File: src/design/complex_arithmetic_unit_top_assert.svh
// ----------------------------------------------------------------------------
// Complex arithmetic unit assertion macros
// Shared shorthands for clocked, reset-qualified concurrent assertions.
// ----------------------------------------------------------------------------
`ifndef COMPLEX_ARITHMETIC_UNIT_TOP_ASSERT_SVH
`define COMPLEX_ARITHMETIC_UNIT_TOP_ASSERT_SVH

// Same-cycle implication, sampled on clk, off while rst_n is low.
`define CAU_ASSERT_IMP(lbl, ante, cons, msg) \
  lbl: assert property (@(posedge clk) disable iff (!rst_n) (ante) |-> (cons)) \
    else $error(msg);

// Next-cycle implication, sampled on clk, off while rst_n is low.
`define CAU_ASSERT_NXT(lbl, ante, cons, msg) \
  lbl: assert property (@(posedge clk) disable iff (!rst_n) (ante) |=> (cons)) \
    else $error(msg);

`endif

File: src/design/cau_pkg.sv
// ----------------------------------------------------------------------------
// Complex arithmetic unit package
// Operation codes, port width and the per-item flag bundle.
// ----------------------------------------------------------------------------
`default_nettype none

package cau_pkg;

  localparam int FIELD_BITS = 32;

  typedef enum logic [1:0] {
    MODE_ADD = 2'd0,
    MODE_SUB = 2'd1,
    MODE_MUL = 2'd2,
    MODE_DIV = 2'd3
  } mode_t;

  typedef struct packed {
    logic is_div;
    logic dz;
    logic ovf;
    logic neg_re;
    logic neg_im;
    logic clamp_re;
    logic clamp_im;
  } flags_t;

endpackage

`default_nettype wire

File: src/design/cau_out.sv
// ----------------------------------------------------------------------------
// Complex arithmetic unit output stage
// Passes direct results, applies sign and saturation to quotients and registers the result.
// ----------------------------------------------------------------------------
`default_nettype none

module cau_out #(
  parameter int W = 32
) (
  input  wire logic                              clk,
  input  wire logic                              en,
  input  wire cau_pkg::flags_t                   flags,
  input  wire logic [W-1:0]                      res_re,
  input  wire logic [W-1:0]                      res_im,
  input  wire logic [W:0]                        q_re,
  input  wire logic [W:0]                        q_im,
  output logic [cau_pkg::FIELD_BITS-1:0]         res_real_r,
  output logic [cau_pkg::FIELD_BITS-1:0]         res_imag_r,
  output logic                                   overflow_r,
  output logic                                   div_by_zero_r
);

  localparam int QW = W + 1;
  localparam int FB = cau_pkg::FIELD_BITS;
  localparam logic [W-1:0] SMAX = {1'b0, {(W-1){1'b1}}};
  localparam logic [W-1:0] SMIN = {1'b1, {(W-1){1'b0}}};

  function automatic logic [W:0] div_sat(input logic neg, input logic clamp,
                                         input logic [QW-1:0] q);
    logic [QW-1:0] lim;
    lim = QW'(1) << (W - 1);
    if (neg) begin
      if (clamp || (q > lim)) begin
        div_sat = {1'b1, SMIN};
      end else begin
        div_sat = {1'b0, W'(QW'(0) - q)};
      end
    end else begin
      if (clamp || (q > (lim - QW'(1)))) begin
        div_sat = {1'b1, SMAX};
      end else begin
        div_sat = {1'b0, q[W-1:0]};
      end
    end
  endfunction

  logic [W:0]   dre, dim;
  logic [W-1:0] fin_re, fin_im;
  logic         fin_ovf, fin_dz;

  always_comb begin
    dre = div_sat(flags.neg_re, flags.clamp_re, q_re);
    dim = div_sat(flags.neg_im, flags.clamp_im, q_im);
    if (!flags.is_div) begin
      fin_re  = res_re;
      fin_im  = res_im;
      fin_ovf = flags.ovf;
      fin_dz  = 1'b0;
    end else if (flags.dz) begin
      fin_re  = '0;
      fin_im  = '0;
      fin_ovf = 1'b0;
      fin_dz  = 1'b1;
    end else begin
      fin_re  = dre[W-1:0];
      fin_im  = dim[W-1:0];
      fin_ovf = dre[W] | dim[W];
      fin_dz  = 1'b0;
    end
  end

  always_ff @(posedge clk) begin
    if (en) begin
      res_real_r    <= FB'($signed(fin_re));
      res_imag_r    <= FB'($signed(fin_im));
      overflow_r    <= fin_ovf;
      div_by_zero_r <= fin_dz;
    end
  end

endmodule

`default_nettype wire

File: config.mk
export PLATFORM = sky130hd
export DESIGN_NAME = cau_out
export DESIGN_NICKNAME = d
export VERILOG_FILES = /design/src/design/complex_arithmetic_unit_top_assert.svh /design/src/design/cau_pkg.sv /design/src/design/cau_out.sv
export SDC_FILE = /design/constraint.sdc
export NUM_CORES = 1
export LEC_CHECK = 0
export BUFFER_PORTS_ARGS = -buffer_cell sky130_fd_sc_hd__buf_2
export CAP_MARGIN = 40
export CORE_MARGIN = 1.5
export CORE_UTILIZATION = 45
export CTS_CLUSTER_DIAMETER = 150
export CTS_CLUSTER_SIZE = 10
export DETAILED_ROUTE_END_ITERATION = 10
export HOLD_SLACK_MARGIN = 0.02
export PLACE_DENSITY = 0.76
export REMOVE_ABC_BUFFERS = 1
export SLEW_MARGIN = 20
export SYNTH_ARGS = -nofsm -noshare
export SYNTH_HDL_FRONTEND = slang
export SYNTH_SLANG_ARGS = --single-unit
export TNS_END_PERCENT = 50
File: constraint.sdc
create_clock -name clk -period 3.1 [get_ports clk]
set_clock_uncertainty 0.05 [all_clocks]
set_input_delay 0.31 -clock clk [delete_from_list [all_inputs] [get_ports clk]]
set_output_delay 0.31 -clock clk [all_outputs]
set_load 0.03 [all_outputs]
### After elaboration in Yosys (flattened, before gate mapping)

Cells that the tools add are included.

| operators by class | value |
|---|---|
| add/subtract/negate cells | 2 |
| magnitude comparators | 4 |
| bitwise logic cells | 1 |
| multiplexer cells | 13 |
| reductions and logical operators | 4 |

Operator list:

| cell | number |
|---|---|
| $mux 33 | 6 |
| $mux 32 | 4 |
| $gt 33x31->1 const B | 2 |
| $gt 33x32->1 const B | 2 |
| $sub 1x32->32 const A | 2 |
| $logic_or 1x1->1 | 4 |
| $mux 1 | 3 |
| $or 1x1->1 | 1 |

| storage, ports and cells | value |
|---|---|
| word-level logic and storage cells | 28 |
| flip-flop bits (word level) | 66 |
| output and inout port bits | 66 |

### Longest topological paths before layout

| logic depth | value |
|---|---|
| depth in word-level cells | 7 |
| depth in mapped cells | 10 |
| gate-level depth less buffers | 8 |

### Least setup slack after synthesis

No wires, ideal clock.

| timing path | value |
|---|---|
| kind | input port to flip-flop |
| from | in q_re[19] |
| to | reg res_real_r[23] (netlist bit), data pin |
| setup slack | 0.502 ns |
| stages | 6 |
| arrival time | 2.291 ns |
| buffers on the path | 1 |
| library setup time | 0.257 ns |
| path through | or4_4 or4_4 buf_6 or4_1 a21o_1 a32o_1 |

| between the ends | value |
|---|---|
| word-level cells in the longest chain between the ends | 6 |
| elaborated cells between the ends (all ways) | 10 |
| classes of those cells | 1 x add/sub; 2 x order compare; 5 x mux; 2 x reduce/logical |

RTL lines:

| what | line | source |
|---|---|---|
| start, declared | cau_out.sv:15 | `input wire logic [W:0] q_re,` |
| $gt 33x31->1 or $gt 33x32->1 (tied branches) | cau_out.sv:39, cau_out.sv:33 |  |
| $logic_or 1x1->1 (on tied branches) | cau_out.sv:39, cau_out.sv:33 |  |
| $mux 33 (on tied branches) | cau_out.sv:39, cau_out.sv:33 |  |
| $mux 33 * | cau_out.sv:32 | `if (neg) begin` |
| $mux 32 * | cau_out.sv:59 | `end else if (flags.dz) begin` |
| $mux 32 * | cau_out.sv:54 | `if (!flags.is_div) begin` |
| named net fin_re[23] | cau_out.sv:48 | `logic [W-1:0] fin_re, fin_im;` |
| end signal, assigned | cau_out.sv:74 | `res_real_r <= FB'($signed(fin_re));` |
| end, declared | cau_out.sv:17 | `output logic [cau_pkg::FIELD_BITS-1:0] res_real_r,` |

Mark *: on every way through the listed nets, which the timed path passes. The rest lies on a longest branch.
A chain may end at the register's enable or synchronous reset.

### Worst setup path in the final report

| timing path | value |
|---|---|
| from | in q_re[19] |
| to | reg res_real_r[11] (netlist bit), data pin |

Same word-level chain as after synthesis.

==> run summary <==
result of the run: completed
routed wl met3: 1120 um
top cells by area, synth: edfxtp_1 (42%), o2bb2ai_1 (6.3%), nor2_1 (3.5%)
pre-CTS setup slack: 0.339 ns
# hold bufs at CTS: 0
Detailed Route Iter0 Violations: 330
Pint: 1.75 mW
post-DR vias/cell: 6.05
DP Area: 5890 um^2
LEAKAGE: 2.41 nW
Rel. slew slack: 55.3%
Final Cycle Share: 78.3%
hold endpoint: res_real_r[10]
Setup WS post-layout: 0.672 ns
Syn Area/Cell: 9.33 um^2
Post-Synthesis Cells: 504
Hold WS: 0.183 ns
gpl congestion: 0.928
initial antenna violation count: 0
post-synth top area share: 42.2%
part of the Yosys area used for sequential elements: 42.2%
RSZ-0062 raised after global routing: false
FFs w/ async S/R, synth: 0%
routed via count: 5,116
Synth Cell Area: 4700 um^2
Synth cell types: 53
number of synthesized flops with an enable pin: 66
number of global-route vias before repair: 4,806
CP Class: input port to register
share of layout cells above drive strength 1: 35.1%
drt first pass iters: 5
nets: 847
Post-Route M1 WL: 6440 um
Die H: 105 um
HP Class: input port to register
achievable frequency: 0.412 GHz
CTS resizes: 0
# port buffers: 204
HP Start: res_re[10]
Gate power share: 25.4%
sw frac: 31.5%
Critical Path AT: 2.54 ns
Hold Path Cell Cnt: 2
max_cap viols: 0
cell area after layout: 6110 um^2
Tot Pwr: 2.56 mW
synth cell count leaders: edfxtp_1 (66), nor2_1 (44), o2bb2ai_1 (34)
Root Driver: clkbuf_8
drt wl/cell: 17.7 um
Fin. Hold Viols: 0
P per Cell Area: 418 nW/um^2
WL met2: 6850 um
DRC: 0
Inst Count DP: 829
num rows: 37
setup_tns: 0 ns
clock transition at the registers of the reported paths: 0.09 ns
Tmin final: 2.43 ns
# diodes: 0
cell accounting for the most synthesized area: edfxtp_1
Peak VDD IR: 0.240 mV
Routed Antenna Nets: 0
most common cell in the synthesized netlist: edfxtp_1
final setup vio count: 0
sequential power share: 42.9%
DIE WIDTH: 105 um
die area: 11,100 um^2
Primary FF master, synth: edfxtp_1
actual slew at the worst max-slew pin: 0.670 ns
net switching power: 805 uW
CP endpoint kind: register
final count of pins violating max slew: 0
Tot GR Track Use: 27.2%
Synth-to-Final Area Change: 30.0%
final core occ: 59.7%
first-pass GRT wire length: 24,000 um
critical path startpoint category: input port
CTS tree: yes
# fillers: 918
Critical Path RT: 3.21 ns
Ys Warns: 0
Post-DP HPWL: 11,100 um
clk sinks: 66
CTS H-tree depth: 3
Crit Path Max Fanout: 14
GRT overflow: 0
share of total power in the clock network: 31.6%
largest net degree at the start of global routing: 56
Core Box Area: 10,200 um^2
Synth Register Bits: 66
Max clock buf depth: 2
Post-CTS Setup Inserts: 0
CTS buffer count: 9
final non-filler cell total: 845
DR top layer: met4
Routed WL: 14,900 um
io pins: 205
Initial Util: 46.0%
## worst max-delay path by stage
stage                  start              to  slack (ns)  cells after the start
finish              q_re[19]  res_real_r[11]        0.67                      7
global route         q_re[0]  res_real_r[11]        0.44                     10
CTS                 q_re[19]      overflow_r        0.70                      7
detailed placement  q_re[25]  res_real_r[31]        0.34                      7
global placement    q_re[19]  res_real_r[31]        0.38                      7
floorplan           flags[6]  res_imag_r[14]       -0.05                      4
## power by group through the flow
stage	Sequential, mW	Combinational [mW]	Clock [mW]
after floorplan	1.29	0.174	0
after global placement	1.12	0.637	0
after detailed placement	1.12	0.646	0
after CTS	1.10	0.647	0.824
after global routing	1.11	0.698	0.863
final	1.10	0.651	0.809
## layer usage
| layer | vias to the layer above | global-route usage, % |
|---|---|---|
| li1 | 2395 | - |
| met1 | 2405 | 37.1 |
| met2 | 277 | 42.3 |
| met3 | 39 | 4.64 |
| met4 | 0 | 12.5 |
| met5 | - | 0 |
## area by class of cell
class	count	area, um^2	share of cell area, %
Multi-Input combinational cell	388	2530	41.4
Sequential cell	66	1980	32.4
Timing Repair Buffer	220	1140	18.7
Tap cell	136	170	2.78
Clock buffer	9	124	2.03
Clock inverter	7	93.8	1.54
Inverter	19	71.3	1.17
## cell families (layout without fill, tap and decap cells)
logic type	after synthesis	count (layout)	synth area share, %
XOR/XNOR	27	27	5.03
flip-flops	66	66	42.2
multiplexers	1	1	0.213
AO/OA/AOI/OAI	165	165	25.6
AND/OR/NAND/NOR	191	191	21.8
buffers and inverters	50	255	4.18
adder cells (fa/ha/maj)	4	4	1.06
## cell usage in the layout (no fill, tap or decap), types with 3 or more instances in the layout
cell type  Yosys  final
buf_2          1    204
edfxtp_1      66     66
nor2_1        44     44
o2bb2ai_1     34     34
nand2_1       33     33
nor3_1        24     24
a21oi_1       22     22
inv_1         19     18
xnor2_1       18     18
nand4_1       17     17
o22ai_1       17     17
buf_4          0     16
o21ai_0       16     15
or3_1         14     14
nor4_1        13     13
nand3_1       11     11
or4_1         10     10
a21o_1        10     10
xor2_1         9      9
a31oi_1       10      9
clkbuf_8       0      9
a22o_1         8      8
o32ai_1        7      7
a21boi_0       6      6
o31ai_1        6      6
or2_2          5      5
o221ai_1       4      4
o311ai_0       4      4
a32o_1         4      4
o21a_1         4      4
ha_1           4      4
nand4b_1       3      3
## critical path: stages
cell and delay (ns):
buf_2 0.13, or4_4 0.55, or4_4 0.50, nor3_2 0.27, a21oi_1 0.23, buf_4 0.27
o32ai_1 0.27
## state kept, by name, summed over array words and instances, names as in the netlist
signal / flops
div_by_zero_r: 1
overflow_r: 1
res_imag_r: 32
res_real_r: 32
Note: power is estimated with default switching activity, not from simulation.
