### src/design/complex_arithmetic_unit_top_assert.svh
// ----------------------------------------------------------------------------
// Complex arithmetic unit assertion macros
// Shared shorthands for clocked, reset-qualified concurrent assertions.
// ----------------------------------------------------------------------------
`ifndef COMPLEX_ARITHMETIC_UNIT_TOP_ASSERT_SVH
`define COMPLEX_ARITHMETIC_UNIT_TOP_ASSERT_SVH

// Same-cycle implication, sampled on clk, off while rst_n is low.
`define CAU_ASSERT_IMP(lbl, ante, cons, msg) \
  lbl: assert property (@(posedge clk) disable iff (!rst_n) (ante) |-> (cons)) \
    else $error(msg);

// Next-cycle implication, sampled on clk, off while rst_n is low.
`define CAU_ASSERT_NXT(lbl, ante, cons, msg) \
  lbl: assert property (@(posedge clk) disable iff (!rst_n) (ante) |=> (cons)) \
    else $error(msg);

`endif

### src/design/cau_pkg.sv
// ----------------------------------------------------------------------------
// Complex arithmetic unit package
// Operation codes, port width and the per-item flag bundle.
// ----------------------------------------------------------------------------
`default_nettype none

package cau_pkg;

  localparam int FIELD_BITS = 32;

  typedef enum logic [1:0] {
    MODE_ADD = 2'd0,
    MODE_SUB = 2'd1,
    MODE_MUL = 2'd2,
    MODE_DIV = 2'd3
  } mode_t;

  typedef struct packed {
    logic is_div;
    logic dz;
    logic ovf;
    logic neg_re;
    logic neg_im;
    logic clamp_re;
    logic clamp_im;
  } flags_t;

endpackage

`default_nettype wire

### src/design/cau_div_step.sv
// ----------------------------------------------------------------------------
// Complex arithmetic unit divider step
// One restoring division stage deciding quotient bit BIT for both parts.
// ----------------------------------------------------------------------------
`default_nettype none

module cau_div_step #(
  parameter int W   = 32,
  parameter int F   = 16,
  parameter int BIT = 0
) (
  input  wire logic              clk,
  input  wire logic              en,
  input  wire cau_pkg::flags_t   flags_in,
  input  wire logic [W-1:0]      res_re_in,
  input  wire logic [W-1:0]      res_im_in,
  input  wire logic [2*W+F-1:0]  rem_re_in,
  input  wire logic [2*W+F-1:0]  rem_im_in,
  input  wire logic [W:0]        q_re_in,
  input  wire logic [W:0]        q_im_in,
  input  wire logic [2*W-1:0]    den_in,
  output cau_pkg::flags_t        flags_r,
  output logic [W-1:0]           res_re_r,
  output logic [W-1:0]           res_im_r,
  output logic [2*W+F-1:0]       rem_re_r,
  output logic [2*W+F-1:0]       rem_im_r,
  output logic [W:0]             q_re_r,
  output logic [W:0]             q_im_r,
  output logic [2*W-1:0]         den_r
);

  localparam int DW = 2 * W + F;
  localparam int CW = 3 * W + F + 1;
  localparam int QW = W + 1;

  logic [CW-1:0] trial;
  logic          take_re, take_im;
  logic [DW-1:0] rem_re_nxt, rem_im_nxt;
  logic [QW-1:0] q_re_nxt, q_im_nxt;

  always_comb begin
    trial      = CW'(den_in) << BIT;
    take_re    = CW'(rem_re_in) >= trial;
    take_im    = CW'(rem_im_in) >= trial;
    rem_re_nxt = take_re ? DW'(CW'(rem_re_in) - trial) : rem_re_in;
    rem_im_nxt = take_im ? DW'(CW'(rem_im_in) - trial) : rem_im_in;
    q_re_nxt   = q_re_in | (take_re ? (QW'(1) << BIT) : '0);
    q_im_nxt   = q_im_in | (take_im ? (QW'(1) << BIT) : '0);
  end

  always_ff @(posedge clk) begin
    if (en) begin
      flags_r  <= flags_in;
      res_re_r <= res_re_in;
      res_im_r <= res_im_in;
      rem_re_r <= rem_re_nxt;
      rem_im_r <= rem_im_nxt;
      q_re_r   <= q_re_nxt;
      q_im_r   <= q_im_nxt;
      den_r    <= den_in;
    end
  end

endmodule

`default_nettype wire

### config.mk
export PLATFORM = sky130hd
export DESIGN_NAME = cau_div_step
export DESIGN_NICKNAME = d
export VERILOG_FILES = /design/src/design/complex_arithmetic_unit_top_assert.svh /design/src/design/cau_pkg.sv /design/src/design/cau_div_step.sv
export SDC_FILE = /design/constraint.sdc
export NUM_CORES = 1
export LEC_CHECK = 0
export BUFFER_PORTS_ARGS = -buffer_cell sky130_fd_sc_hd__buf_2
export CORE_AREA = 4 4 282 284
export CTS_BUF_LIST = sky130_fd_sc_hd__clkbuf_8
export DETAILED_ROUTE_END_ITERATION = 7
export DIE_AREA = 0 0 286 288
export PLACE_DENSITY = 0.58
export RECOVER_POWER = 25
export SETUP_SLACK_MARGIN = 0.05
export SLEW_MARGIN = 20
export SYNTH_ARGS = -nofsm -noshare
export SYNTH_HDL_FRONTEND = slang
export SYNTH_SLANG_ARGS = --single-unit
### constraint.sdc
create_clock -name clk -period 4.2 [get_ports clk]
set_clock_uncertainty 0.05 [all_clocks]
set_input_delay 0.42 -clock clk [delete_from_list [all_inputs] [get_ports clk]]
set_output_delay 0.42 -clock clk [all_outputs]
set_load 0.02 [all_outputs]
**After elaboration in Yosys (flattened, before gate mapping)**

Cells that the tools add are included.

- Word-level logic and storage cells: 24
- Register bits: 361
- Bits of input ports: 363
- Output and inout port bits: 361

- $lt $le $gt $ge: 2
- Add/subtract/negate cells: 2
- Mux-type cells: 4
- Bitwise logic cells: 2

Operators by type and width:

| cell | count |
|---|---|
| greater-or-equal comparator 80 x 64 -> 1 bit | 2 |
| 2-to-1 mux 80 bit | 2 |
| subtractor 80 x 64 -> 80 bit | 2 |
| OR 33 x 1 -> 33 bit | 2 |
| 2-to-1 mux 1 bit | 2 |

**Logic depth before layout (Yosys ltp)**

- Word-level depth: 3
- Gate-level depth with buffers: 15
- Depth with buffers taken out: 13

**Worst setup path before layout**

OpenSTA, ideal clock, no wires.

- Kind: input to register
- From: input rem_re_in[0]
- To: register rem_re_r[54] (data pin)
- Data required time: 3.889 ns
- Slack: 0.989 ns
- Arrival time: 2.900 ns
- Stages: 13
- Library setup time: 0.261 ns
- Path buffers: 0
- Cell sequence: inv_1 -> ha_1 -> fa_1 -> nand2b_1 -> a21o_1 -> a21oi_1 -> o2111ai_1 -> a2111oi_1 -> a211oi_1 -> o21a_1 -> o31ai_1 -> xnor2_1 -> a21oi_1

- Longest elaborated chain between the ends: 2
- Elaborated cells between the ends (all ways): 3
- Those cells by class: add/sub: 1; order compare: 1; mux: 1

RTL lines:

| what | line | text |
|---|---|---|
| start, declared | cau_div_step.sv:17 | `input wire logic [2*W+F-1:0] rem_re_in,` |
| subtractor 80 x 64 -> 80 bit or greater-or-equal comparator 80 x 64 -> 1 bit (tied branches) | cau_div_step.sv:45, cau_div_step.sv:43 |  |
| 2-to-1 mux 80 bit * | cau_div_step.sv:45 | `rem_re_nxt = take_re ? DW'(CW'(rem_re_in) - trial) : rem_re_in;` |
| named net rem_re_nxt[54] | cau_div_step.sv:38 | `logic [DW-1:0] rem_re_nxt, rem_im_nxt;` |
| end signal, assigned | cau_div_step.sv:56 | `rem_re_r <= rem_re_nxt;` |
| end, declared | cau_div_step.sv:25 | `output logic [2*W+F-1:0] rem_re_r,` |

The timed path passes the listed nets; every way through them passes the cells marked *.
A chain may end at the register's enable or synchronous reset.

**Worst setup path after layout**

- From: input den_in[25]
- To: register rem_im_r[69] (data pin)

- Longest elaborated chain between the ends: 2
- Elaborated cells between the ends (all ways): 3
- Those cells by class: add/sub: 1; order compare: 1; mux: 1

RTL lines:

| what | line | text |
|---|---|---|
| start, declared | cau_div_step.sv:21 | `input wire logic [2*W-1:0] den_in,` |
| subtractor 80 x 64 -> 80 bit or greater-or-equal comparator 80 x 64 -> 1 bit (tied branches) | cau_div_step.sv:46, cau_div_step.sv:44 |  |
| 2-to-1 mux 80 bit * | cau_div_step.sv:46 | `rem_im_nxt = take_im ? DW'(CW'(rem_im_in) - trial) : rem_im_in;` |
| named net rem_im_nxt[69] | cau_div_step.sv:38 |  |
| end signal, assigned | cau_div_step.sv:57 | `rem_im_r <= rem_im_nxt;` |
| end, declared | cau_div_step.sv:26 | `output logic [2*W+F-1:0] rem_im_r,` |

Marks and branches as above.

==> out/metrics.yaml <==
synthesis:
  async_reset_ff_share_pct: 0
  synth_edf_count: 361
  synthFlopType: "edfxtp_1"
  yosys.cell_types.count: 72
  syn_area_um2: 21200
  syn_inst: 2059
  yosys_warnings: 0
  synth-simple-area-share_pct: 13.4
  synth_top_family_by_area: "compound AO/OA/AOI/OAI gates"
  synthMuxAreaShare_pct: 0.636
  synth_fa_ha_area_share_pct: 7.73
  avgSynthCellArea_um2: 10.3
  synth_seq_area_share_pct: 51.1
  postSynthNetCount: 2552
  synth_xor_area_share_pct: 6.27
  synth_seq_cells: 361
  synth-compound-area-share_pct: 17.3
global_routing:
  grt_usage_pct: 22.1
  grt_overflow: 0
  grt_max_degree: 104
  grt_pass1_vias: 20300
  grt_pass1_wl_um: 136000
  antenna_found_initial: 22
hold_path:
  min_path_cells: 3
  hp-start: "rem_im_in[11]"
  min_to: "rem_im_r[11]"
  hp-class: "input port to register"
drt:
  ant_nets: 0
  num_vias: 20500
  firstDrtPassIters: 5
  via_per_inst: 4.84
  route.detailed.drc: 0
  post_drt_wl_per_cell_um: 22.5
  routed_wl_um: 95300
  drt_iter0_markers: 1522
cells_and_area:
  fillers: 7749
  nets: 3630
  multiInputGateArea_um2: 9650
  drive_gt1_share_pct: 27.4
  syn2layout_area_growth_pct: 44.8
  fin_cells: 4245
  final-seq-area_um2: 10800
setup_path:
  endpoint_kind: "register"
  critPathTopFamily: "simple AND/OR/NAND/NOR gates"
  required_ns: 4.55
  crit_fanout: 5
  crit_chain: "dlygate4sd3_1, clkbuf_1, inv_1, ha_1, buf_4, and3_1, nand2_1, or3_1, nor3_1, o2111ai_2, a21oi_2, nand2b_1, a31oi_1, o31ai_1, xnor2_1"
  path_class: "input port to register"
  critPathSlowestCell: "dlygate4sd3_1"
  arrival_ns: 4.45
  critPathLaunchType: "input port"
  path_buf_inv: 4
  slowest_delay_ns: 0.53
sta:
  drv_slew: 101
  hold_violations: 0
  fin_crit_ns: 4.10
  relSlewSlack_pct: -95.1
  fmax_ghz: 0.244
  final.period_utilization_pct: 97.6
  setup_ws_ns: 0.102
  whs_ns: 0.0657
  worstMarginPinSlew_ns: 2.93
  rsz0062_at_grt: "false"
  setup_viol: 0
clock_network:
  htreeDepth: 3
  cts_tree: "yes"
  ctsLongestPathBuffers: 3
  cts-buffers-inserted: 69
  clock-root-buffer: "clkbuf_8"
  postCtsSetupRepairBufs: 0
  cts.clk_slew.worst_paths_ns: 0.06
  cts_sinks: 361
status:
  failed_checks: "capacitance limit, slew limit"
  status: "complete, but fails checks"
placement:
  place_inst: 3823
  pre_cts_slack_ns: -0.0629
  hpwl_um: 77000
  port_buffers: 723
  finalWeightedCongestion: 0.935
floorplan:
  die-area_um2: 82400
  rows: 102
  fp.coreArea_um2: 77100
  ioPinCount: 724
  die_w_um: 286
  fp.dieH_um: 288
  start_util_pct: 27.5
power_and_ir_drop:
  seqPwrFrac_pct: 39.2
  leakage_nw: 12.9
  p_per_area_nw_per_um2: 380
  finalPower_mw: 11.7
  internal-power_mw: 7.75
  switching_share_pct: 33.7
  switchingPower_mw: 3.94
  irDropWorstVdd_uv: 204
  power_frac_comb_pct: 28.7
  clkPwrFrac_pct: 32.1
job:
  drv_cap: 1
[state kept, by name, indices dropped and copies added, names as in the netlist]
name,flops
den_r,64
flags_r,7
q_im_r,33
q_re_r,33
rem_im_r,80
rem_re_r,80
res_im_r,32
res_re_r,32
[power groups by stage]
stage	sequential, mW	combinational [mW]	clock [mW]
2_1_floorplan	5.18	1.22	0
3_3_place_gp	4.64	3.12	0
3_5_place_dp	4.64	3.11	0
4_1_cts	4.58	3.36	3.89
5_1_grt	4.61	3.60	4.06
6_report	4.58	3.36	3.75
[layout make-up]
cell class                      count  share of cell area (%)
Multi-Input combinational cell   1506                    31.4
Timing Repair Buffer             1087                    23.0
Tap cell                         1040                    4.23
Sequential cell                   361                    35.3
Inverter                          112                    1.37
Clock inverter                     55                    1.54
Clock buffer                       70                    3.13
Antenna cell                       14                   0.114
[layer usage]
metal	part of all wire [%]	up-vias	GRT usage, %	routed length [um]
met5	0.054	-	0	51
met4	2.5	8	5.94	2340
met3	8.1	156	5.43	7750
met2	49	889	38.5	46700
met1	40	9673	27.3	38500
li1	-	9810	-	-
[Yosys cell counts, types with 3 or more instances]
cell / n / share of area [%]
o211a_1: 4 / 0.19
buf_2: 21 / 0.49
xor2_1: 57 / 2.4
nand4_1: 53 / 1.6
nor2_1: 170 / 3.0
or2_2: 10 / 0.29
inv_1: 112 / 2.0
o21ai_1: 14 / 0.33
nand2b_1: 20 / 0.59
o31ai_1: 9 / 0.32
o211ai_1: 12 / 0.42
a311oi_1: 3 / 0.12
nor4_1: 11 / 0.32
o311ai_0: 4 / 0.16
a211o_1: 5 / 0.21
xnor2_1: 95 / 3.9
or3_1: 16 / 0.47
nor4b_1: 4 / 0.16
o21bai_1: 36 / 1.3
buf_6: 3 / 0.16
clkbuf_1: 52 / 0.92
ha_1: 128 / 7.5
nand3b_1: 5 / 0.18
a21o_1: 55 / 1.9
a21oi_1: 225 / 5.3
nor2b_1: 12 / 0.35
mux2_2: 12 / 0.64
a221o_1: 3 / 0.14
o21a_1: 13 / 0.46
o22ai_1: 4 / 0.12
o21ai_0: 154 / 3.6
a211oi_1: 14 / 0.49
buf_1: 4 / 0.071
nand2_1: 196 / 3.5
edfxtp_1: 361 / 51
a31oi_1: 17 / 0.50
or4_1: 11 / 0.39
nand3_1: 33 / 0.78
nor3_1: 31 / 0.73
and3_1: 7 / 0.21
o221ai_1: 4 / 0.16
and2_1: 15 / 0.44
a21boi_0: 5 / 0.18
[stage by stage]
step	cell area (um^2)	setup TNS, ns	utilization, %
2_1_floorplan	21200	0	-
3_3_place_gp	26500	-0.654	34.4
3_5_place_dp	26500	-0.0939	34.4
4_1_cts	30800	0	39.9
5_1_grt	30700	0	39.9
6_report	30700	0	39.9
[cells in the final DEF (no fill, tap or decap), drive strengths merged, types with 57 or more instances in the layout]
master	n
inv	128
o21ai	169
nor2	170
nand2	196
clkbuf	134
xnor2	95
buf	740
a21oi	226
ha	128
edfxtp	361
dlygate4sd3	283
xor2	57
[worst max-delay path by stage]
stage	start	endpoint	slack (ns)	cells past startpoint
after global placement	den_in[51]	rem_re_r[69]	-0.07	13
final	den_in[25]	rem_im_r[69]	0.10	15
after detailed placement	den_in[25]	rem_im_r[69]	-0.06	14
after floorplan	rem_re_in[0]	rem_re_r[54]	0.99	13
after global routing	den_in[25]	rem_im_r[69]	0.03	15
after CTS	den_in[25]	rem_im_r[69]	0.14	15
[kinds of logic (layout without fill, tap and decap cells)]
logic type / Yosys count / in the layout
compound gates: 608 / 608
simple gates: 604 / 604
flops: 361 / 361
buf+inv: 192 / 1324
xor+xnor: 152 / 152
fa+ha+maj: 130 / 130
mux: 12 / 12
other cells: 0 / 14
[what timing repair did]
action,CTS,global route
hold buffers,283,0
endpoints found under the setup margin,0,7
hold endpoints to repair,283,0
gates resized for setup,0,4
Note: power is estimated with default switching activity, not from simulation.
